[config.mk]
export PLATFORM = sky130hd
export DESIGN_NAME = gf16_erasure_parity_encode
export DESIGN_NICKNAME = d
export VERILOG_FILES = /design/src/design/gf16ep_pkg.sv /design/src/design/gf16ep_mul.sv /design/src/design/gf16_erasure_parity_encode.sv
export SDC_FILE = /design/constraint.sdc
export NUM_CORES = 2
export LEC_CHECK = 0
export ABC_AREA = 1
export ABC_CLOCK_PERIOD_IN_PS = 12400
export BUFFER_PORTS_ARGS = -buffer_cell sky130_fd_sc_hd__buf_2
export CAP_MARGIN = 30
export CORE_ASPECT_RATIO = 1.4
export CORE_MARGIN = 3
export CORE_UTILIZATION = 48
export CTS_BUF_LIST = sky130_fd_sc_hd__clkbuf_8 sky130_fd_sc_hd__clkbuf_16
export DETAILED_ROUTE_END_ITERATION = 8
export GPL_ROUTABILITY_DRIVEN = 1
export PLACE_DENSITY = 0.7
export SLEW_MARGIN = 25
export SYNTH_ARGS = -nofsm -noshare
export SYNTH_HDL_FRONTEND = slang
export SYNTH_SLANG_ARGS = --single-unit
[constraint.sdc]
create_clock -name clk -period 12.4 [get_ports clk]
set_clock_uncertainty 0.15 [all_clocks]
set_input_delay 2.48 -clock clk [delete_from_list [all_inputs] [get_ports clk]]
set_output_delay 2.48 -clock clk [all_outputs]
set_load 0.01 [all_outputs]
[src/design/gf16ep_pkg.sv]
package gf16ep_pkg;

    localparam int PLANE_WIDTH_DEF    = 64;
    localparam int MAX_DATA_DISKS_DEF = 16;

    // field polynomial x^4 + x + 1
    localparam logic [4:0] GF_POLY = 5'h13;

    localparam int NUM_PLANES = 4;
    localparam int DISK_W     = 4;
    localparam int COUNT_W    = 5;
    localparam int COEF_W     = 4;
    localparam int ROW_W      = 64;

    // configuration register indexes
    localparam int CFG_IDX_W = 1;
    localparam logic [CFG_IDX_W-1:0] CFG_COEF_ROW   = 1'b0;
    localparam logic [CFG_IDX_W-1:0] CFG_DISK_COUNT = 1'b1;

    localparam logic [COUNT_W-1:0] DISK_COUNT_RST = 5'd1;

endpackage

[src/design/gf16ep_mul.sv]
// Bitsliced GF(16) multiply: every symbol of the four planes times coef.
module gf16ep_mul #(
    parameter int PLANE_WIDTH = gf16ep_pkg::PLANE_WIDTH_DEF
) (
    input  logic [gf16ep_pkg::NUM_PLANES-1:0][PLANE_WIDTH-1:0] planes,
    input  logic [gf16ep_pkg::COEF_W-1:0]                      coef,
    output logic [gf16ep_pkg::NUM_PLANES-1:0][PLANE_WIDTH-1:0] prod
);
    import gf16ep_pkg::*;

    always_comb
    begin
        logic [NUM_PLANES-1:0][PLANE_WIDTH-1:0] term;
        logic [NUM_PLANES-1:0][PLANE_WIDTH-1:0] shifted;
        logic [PLANE_WIDTH-1:0]                 top;

        term = planes;
        prod = '0;
        for (int b = 0; b < COEF_W; b++)
        begin
            if (coef[b])
                prod = prod ^ term;
            // times x: move planes up, fold the top plane back through the polynomial
            top = term[NUM_PLANES-1];
            shifted[0] = GF_POLY[0] ? top : '0;
            for (int j = 1; j < NUM_PLANES; j++)
                shifted[j] = term[j-1] ^ (GF_POLY[j] ? top : '0);
            term = shifted;
        end
    end

endmodule

[src/design/gf16_erasure_parity_encode.sv]
// Channel  | Dir | Beat contents
// s_axis   | in  | tuser: disk_index; tdata: plane_zero..plane_three (lowest first)
// m_axis   | out | tdata: parity_zero..parity_three (lowest first)
// cfg      | in  | index 0 coef_row, index 1 data_disk_count; write when cfg_we
//
// One beat per cycle sustained while no parity beat is held on m_axis. From input beat to parity beat:
// input register, then GF multiply and accumulator XOR into the output register.
// rst_n is asynchronous: clears the accumulator, coef_row = 0, data_disk_count = 1.
// A parity beat held on m_axis stalls only a pending last-disk beat and the input behind it;
// other beats keep flowing. s_axis_tready depends combinationally on m_axis_tready.
module gf16_erasure_parity_encode #(
    parameter int PLANE_WIDTH    = gf16ep_pkg::PLANE_WIDTH_DEF,
    parameter int MAX_DATA_DISKS = gf16ep_pkg::MAX_DATA_DISKS_DEF
) (
    input  logic                                clk,
    input  logic                                rst_n,

    input  logic                                s_axis_tvalid,
    output logic                                s_axis_tready,
    // [3:0] disk_index
    input  logic [gf16ep_pkg::DISK_W-1:0]       s_axis_tuser,
    // plane_zero, plane_one, plane_two, plane_three, PLANE_WIDTH bits each, zero pad
    input  logic [((4*PLANE_WIDTH+7)/8)*8-1:0]  s_axis_tdata,

    output logic                                m_axis_tvalid,
    input  logic                                m_axis_tready,
    // parity_zero, parity_one, parity_two, parity_three, PLANE_WIDTH bits each, zero pad
    output logic [((4*PLANE_WIDTH+7)/8)*8-1:0]  m_axis_tdata,

    input  logic                                cfg_we,
    input  logic [gf16ep_pkg::CFG_IDX_W-1:0]    cfg_index,
    input  logic [gf16ep_pkg::ROW_W-1:0]        cfg_data
);
    import gf16ep_pkg::*;

    localparam int PLANES_W = NUM_PLANES * PLANE_WIDTH;
    localparam int TDATA_W  = ((PLANES_W + 7) / 8) * 8;

    typedef logic [NUM_PLANES-1:0][PLANE_WIDTH-1:0] planes_t;

    // configuration
    logic [ROW_W-1:0]   coef_row_reg;
    logic [COUNT_W-1:0] disk_count_reg;

    // input stage
    logic               s1_valid_reg;
    logic               s1_valid_next;
    logic [DISK_W-1:0]  s1_disk_reg;
    planes_t            s1_planes_reg;

    // accumulator and output stage
    planes_t            acc_reg;
    planes_t            acc_next;
    logic               m_valid_reg;
    logic               m_valid_next;
    planes_t            m_planes_reg;

    logic [COUNT_W-1:0] count_eff;
    logic               s1_use;
    logic               s1_last;
    logic               s1_drain;
    logic               s_accept;
    logic [COEF_W-1:0]  coef;
    planes_t            prod;

    // counts above the disk limit act as the limit; zero ignores every beat
    assign count_eff = (disk_count_reg > COUNT_W'(MAX_DATA_DISKS)) ?
                       COUNT_W'(MAX_DATA_DISKS) : disk_count_reg;

    assign s1_use   = s1_valid_reg && ({1'b0, s1_disk_reg} < count_eff);
    assign s1_last  = s1_use && (({1'b0, s1_disk_reg} + COUNT_W'(1)) == count_eff);
    // only a last-disk beat waits for room in the output register
    assign s1_drain = !s1_last || !m_valid_reg || m_axis_tready;

    assign s_axis_tready = !s1_valid_reg || s1_drain;
    assign s_accept      = s_axis_tvalid && s_axis_tready;

    assign coef = coef_row_reg[s1_disk_reg*COEF_W +: COEF_W];

    gf16ep_mul #(
        .PLANE_WIDTH (PLANE_WIDTH)
    ) u_mul (
        .planes (s1_planes_reg),
        .coef   (coef),
        .prod   (prod)
    );

    always_comb
    begin
        acc_next = acc_reg;
        if (s1_use && s1_drain)
        begin
            if (s1_disk_reg == '0)
                acc_next = prod;
            else
                acc_next = acc_reg ^ prod;
        end
    end

    assign s1_valid_next = s_accept || (s1_valid_reg && !s1_drain);

    always_comb
    begin
        priority if (s1_last && s1_drain)
            m_valid_next = 1'b1;
        else if (m_axis_tready)
            m_valid_next = 1'b0;
        else
            m_valid_next = m_valid_reg;
    end

    always_ff @(posedge clk or negedge rst_n)
    begin
        if (!rst_n)
        begin
            coef_row_reg   <= '0;
            disk_count_reg <= DISK_COUNT_RST;
        end
        else if (cfg_we)
        begin
            unique case (cfg_index)
                CFG_COEF_ROW:   coef_row_reg   <= cfg_data;
                CFG_DISK_COUNT: disk_count_reg <= cfg_data[COUNT_W-1:0];
            endcase
        end
    end

    always_ff @(posedge clk or negedge rst_n)
    begin
        if (!rst_n)
        begin
            s1_valid_reg <= 1'b0;
            m_valid_reg  <= 1'b0;
            acc_reg      <= '0;
        end
        else
        begin
            s1_valid_reg <= s1_valid_next;
            m_valid_reg  <= m_valid_next;
            acc_reg      <= acc_next;
        end
    end

    // payload, no reset
    always_ff @(posedge clk)
    begin
        if (s_accept)
        begin
            s1_disk_reg   <= s_axis_tuser;
            s1_planes_reg <= s_axis_tdata[PLANES_W-1:0];
        end
        if (s1_last && s1_drain)
            m_planes_reg <= acc_next;
    end

    assign m_axis_tvalid = m_valid_reg;
    assign m_axis_tdata  = TDATA_W'(m_planes_reg);

endmodule

# == After elaboration in Yosys (flattened, before gate mapping) ==
# Cells that the tools add are included.
# Widths: inputs -> output; s select.
# word_totals
ff_bits,843
in_bits,330
output_inout_bits,258
wordCells,57
# classes
add_sub_neg,1
order_cmp,2
n_eq_ne,1
shift,1
mux,9
n_bitwise,8
reduce_logical,18
# ops
operator,n
$mux 256,6
$xor 256x256->256,4
$xor 64x64->64,3
$shiftx 64x7->4,1
$logic_and 1x1->1,6
$add 4x1->5 const B,1
$eq 5x5->1,1
$gt 5x5->1 const B,1
$lt 4x5->1,1
$mux 5,1
$logic_not 1->1,4
$logic_not 4->1,1
$logic_or 1x1->1,4
$reduce_and 2->1,2
$mux 1,2
$reduce_bool 2->1,1
$not 1->1,1

# == Longest topological paths before layout ==
# logic_depth
ltp_word,11
ltp_mapped,23
ltp_nobuf,18

# == Hierarchy ==
# From an unflattened synthesis, not the netlist that was laid out.
# hier_totals
hier_cells,6969
area_unflattened_um2,52125.0
# by_module_without_submodules
module,instances,cells_each,area_each_um2,seq_area_each_um2
gf16_erasure_parity_encode,1,2521,32383.6,23679.0
gf16ep_mul,1,4448,19741.4,0.0

# == Least setup slack after synthesis ==
# Ideal clock, no wire load.
# synth_path
kind,input-to-reg
startpoint,input port m_axis_tready
endpoint,register m_planes_reg (netlist bit m_axis_tdata[0]) (enable)
setup_time_ps,876
t_arrival_ps,13187
required_ps,11374
setup_slack_ps,-1814
path_stages,2
path_cell_list,nor2_1 > nor2_1
# synth_between
elab_chain_len,2
# synth_rtl
item,line_no,text
from (decl),gf16_erasure_parity_encode.sv:26,"input logic m_axis_tready,"
$logic_or 1x1->1,gf16_erasure_parity_encode.sv:73,assign s1_drain = !s1_last || !m_valid_reg || m_axis_tready;
$logic_and 1x1->1,gf16_erasure_parity_encode.sv:152,if (s1_last && s1_drain)
to (signal assigned),gf16_erasure_parity_encode.sv:153,m_planes_reg <= acc_next;
to (decl),gf16_erasure_parity_encode.sv:56,planes_t m_planes_reg;
# No other way between the ends.
# A chain may end at the register's enable or synchronous reset.

# == Worst setup path in the final report ==
# layout_path
startpoint,input port m_axis_tready
endpoint,output port s_axis_tready
# layout_between
elab_chain_len,2
# layout_rtl
item,line_no,text
$logic_or 1x1->1,gf16_erasure_parity_encode.sv:73,
$logic_or 1x1->1,gf16_erasure_parity_encode.sv:75,assign s_axis_tready = !s1_valid_reg || s1_drain;
to (decl),gf16_erasure_parity_encode.sv:19,"output logic s_axis_tready,"
# No other way between the ends.

==> flow_metrics.env <==
export IMPL_hold_class="flip-flop to flip-flop"
export IMPL_die_area_um2=112300
export IMPL_start_util=0.4842
export IMPL_cts_clk_slew_worst_paths_ns=0.06
export IMPL_crit_path_end_kind="output port"
export IMPL_rsz0062_at_grt="false"
export IMPL_drt_first_pass_iters=6
export IMPL_h_tree_depth=3
export IMPL_wirelength_mm=150.2
export IMPL_cts_resized=0
export IMPL_gp_congestion=0.8584
export IMPL_synth_nets=7113
export IMPL_ff2ff_setup_slack_ns=6.91
export IMPL_power_density_nw_per_um2=167.3
export IMPL_synth_cells=6777
export IMPL_tns_ns=0
export IMPL_grt_total_usage=0.2631
export IMPL_drt_iter0_drc=3125
export IMPL_finalCriticalPeriod_ns=5.966
export IMPL_crit_start="m_axis_tready"
export IMPL_yosys_area_top_type="edfxtp_1"
export IMPL_yosys_warnings=0
export IMPL_syn_area_um2=51960
export IMPL_drv_slew=0
export IMPL_syn_avg_cell_area_um2=7.667
export IMPL_num_rows=142
export IMPL_final_nets=7554
export IMPL_grt_pass1_wl_mm=233.1
export IMPL_cts_root_buf="clkbuf_16"
export IMPL_grt_remaining_overflow=0
export IMPL_synth_edf_count=516
export IMPL_synth_seq_cells=843
export IMPL_whs_path_depth=2
export IMPL_path_max_fanout=3
export IMPL_ys_flop_type="edfxtp_1"
export IMPL_critical_path_class="input port to output port"
export IMPL_p_leak_nw=28.94
export IMPL_hold_viol=0
export IMPL_rr_endpoint="m_axis_tdata[168]$_DFFE_PP_"
export IMPL_clk_latency_ns=0.70
export IMPL_tightest_slew_ns=1.105
export IMPL_avgViaCountPerCell=5.176
export IMPL_timing_fmax_ghz=0.1676
export IMPL_port_buffers=587
export IMPL_cts_buffer_depth=3
export IMPL_holdPathEnd="coef_row_reg[1]$_DFFE_PN0P_"
export IMPL_vdd_drop_max_mv=0.1289
export IMPL_setup_viol=0
export IMPL_dp_cells=8561
export IMPL_coreArea_um2=107300
export IMPL_r2r_start="s1_disk_reg[0]$_DFFE_PP_"
export IMPL_drive_above_1_share=0.1350
export IMPL_min_from="coef_row_reg[1]$_DFFE_PN0P_"
export IMPL_io_pins=588
export IMPL_max_cap_violations=0
export IMPL_synth_most_common_cell="nand2_1"
export IMPL_die_x_um=284.1
export IMPL_fin_util=0.5496
export IMPL_ctsHoldBuffers=0
export IMPL_cp_required_ns=9.77
export IMPL_drc_errors=0
export IMPL_synth_top_area_frac=0.2982
export IMPL_ant_nets=0
export IMPL_post_route_period_util=0.4811
export IMPL_dp_hpwl_mm=97.44
export IMPL_hold_ws_ns=0.3422
export IMPL_status="completed"
export IMPL_layout_cells_non_filler=8744
export IMPL_synth_seq_area_share=0.4557
export IMPL_relSlewSlack=0.2633
export IMPL_synth_cell_types=34
export IMPL_grt_antenna_before_repair=24
export IMPL_fp_dieH_um=395.3
export IMPL_syn_to_final_growth_pct=13.51
export IMPL_ff2ff_path_depth=15
export IMPL_cts_tree="yes"
export IMPL_cts_buffers=89
export IMPL_wire_per_inst_um=17.18
export IMPL_power_mw=9.868
export IMPL_startpoint_type="input port"
export IMPL_cp_arrival_ns=3.34
export IMPL_synthTopCellsByCount="nand2_1 (1,831), inv_1 (1,183), nor2_1 (639), nand3_1 (573), edfxtp_1 (516)"
export IMPL_post_cts_buffers=0
export IMPL_first_global_vias=43350
export IMPL_grt_max_degree=189
export IMPL_synth_area_top_cells="edfxtp_1 (30%), dfrtp_1 (16%), nand2_1 (13%), inv_1 (8.5%), nand3_1 (5.5%)"
export IMPL_num_vias=45260
export IMPL_cts_sinks=843
export IMPL_async_reset_ff_frac=0.3879
kinds of logic (layout without fill, tap and decap cells):
logic type | Yosys count | count (layout) | synth area share
and+or+nand+nor | 3501 | 3501 | 0.2921
buffers and inverters | 1538 | 2055 | 0.1196
DFF | 843 | 843 | 0.4557
xor gates and xnor gates | 517 | 517 | 0.08715
AOI/OAI and AO/OA | 326 | 326 | 0.03405
muxes | 46 | 46 | 0.009969
adders and majority gates | 6 | 6 | 0.001445
other | 0 | 10 | 0
power breakdown:
group / switching, mW / total, mW / internal, mW
clock network: 1.24 / 2.83 / 1.59
registers: 0.213 / 3.87 / 3.66
logic: 2.10 / 3.17 / 1.07
total: 3.55 / 9.87 / 6.32
per-layer routing:
layer,up-vias,share of wire,GRT usage
met5,-,0.0013,0
met4,28,0.053,0.1405
met3,410,0.076,0.05349
met2,1506,0.48,0.4446
met1,21260,0.39,0.3164
li1,22050,-,-
final cells by class:
cell class | count | area, µm²
inverter | 1252 | 4723
multi-input combinational | 4396 | 22170
clock buffer | 96 | 2335
sequential | 843 | 23680
timing repair buffer | 636 | 3511
fill | 9801 | 48330
tap | 1440 | 1802
antenna | 10 | 25.02
clock inverter | 71 | 735.7
critical path: stages:
cell,delay (ns)
buf_2,0.10
nor2_1,0.37
nand2_1,0.20
buf_2,0.18
layout by cell type (no fill, tap or decap), types with 5 or more instances in the layout:
cell        count
nand2_1      1829
inv_1        1188
nor2_1        638
buf_2         586
nand3_1       571
edfxtp_1      516
dfrtp_1       326
xnor2_1       322
nand4_1       247
xor2_1        195
o21ai_0       177
nand3b_1      130
clkbuf_16      90
o21ai_1        84
inv_2          65
o211ai_1       48
mux2_2         46
buf_4          37
nand2_2        34
nor2_2         30
clkinvlp_4     15
a21oi_1        14
clkinv_1       13
clkinv_2       12
diode_2        10
bufinv_16      10
or2_2           9
ha_1            6
clkbuf_8        6
buf_12          6
buf_16          6
inv_6           5
clkinv_4        5
worst max-delay path by stage:
stage	slack [ns]	cells past startpoint	to
2_1_floorplan	2.51	2	m_axis_tdata[0]$_DFFE_PP_
4_1_cts	6.44	4	s_axis_tready
3_3_place_gp	5.42	12	m_axis_tdata[246]$_DFFE_PP_
3_5_place_dp	5.85	10	m_axis_tdata[42]$_DFFE_PP_
5_1_grt	6.28	11	m_axis_tdata[162]$_DFFE_PP_
6_report	6.43	4	s_axis_tready
metrics by stage:
step / instance area, µm² / setup WS [ns]
floorplan: 51960 / 2.511
global placement: 55640 / 5.417
detailed placement: 55730 / 5.849
CTS: 58800 / 6.443
global route: 58960 / 6.281
finish: 58980 / 6.434
(Power assumes the default switching activity.)
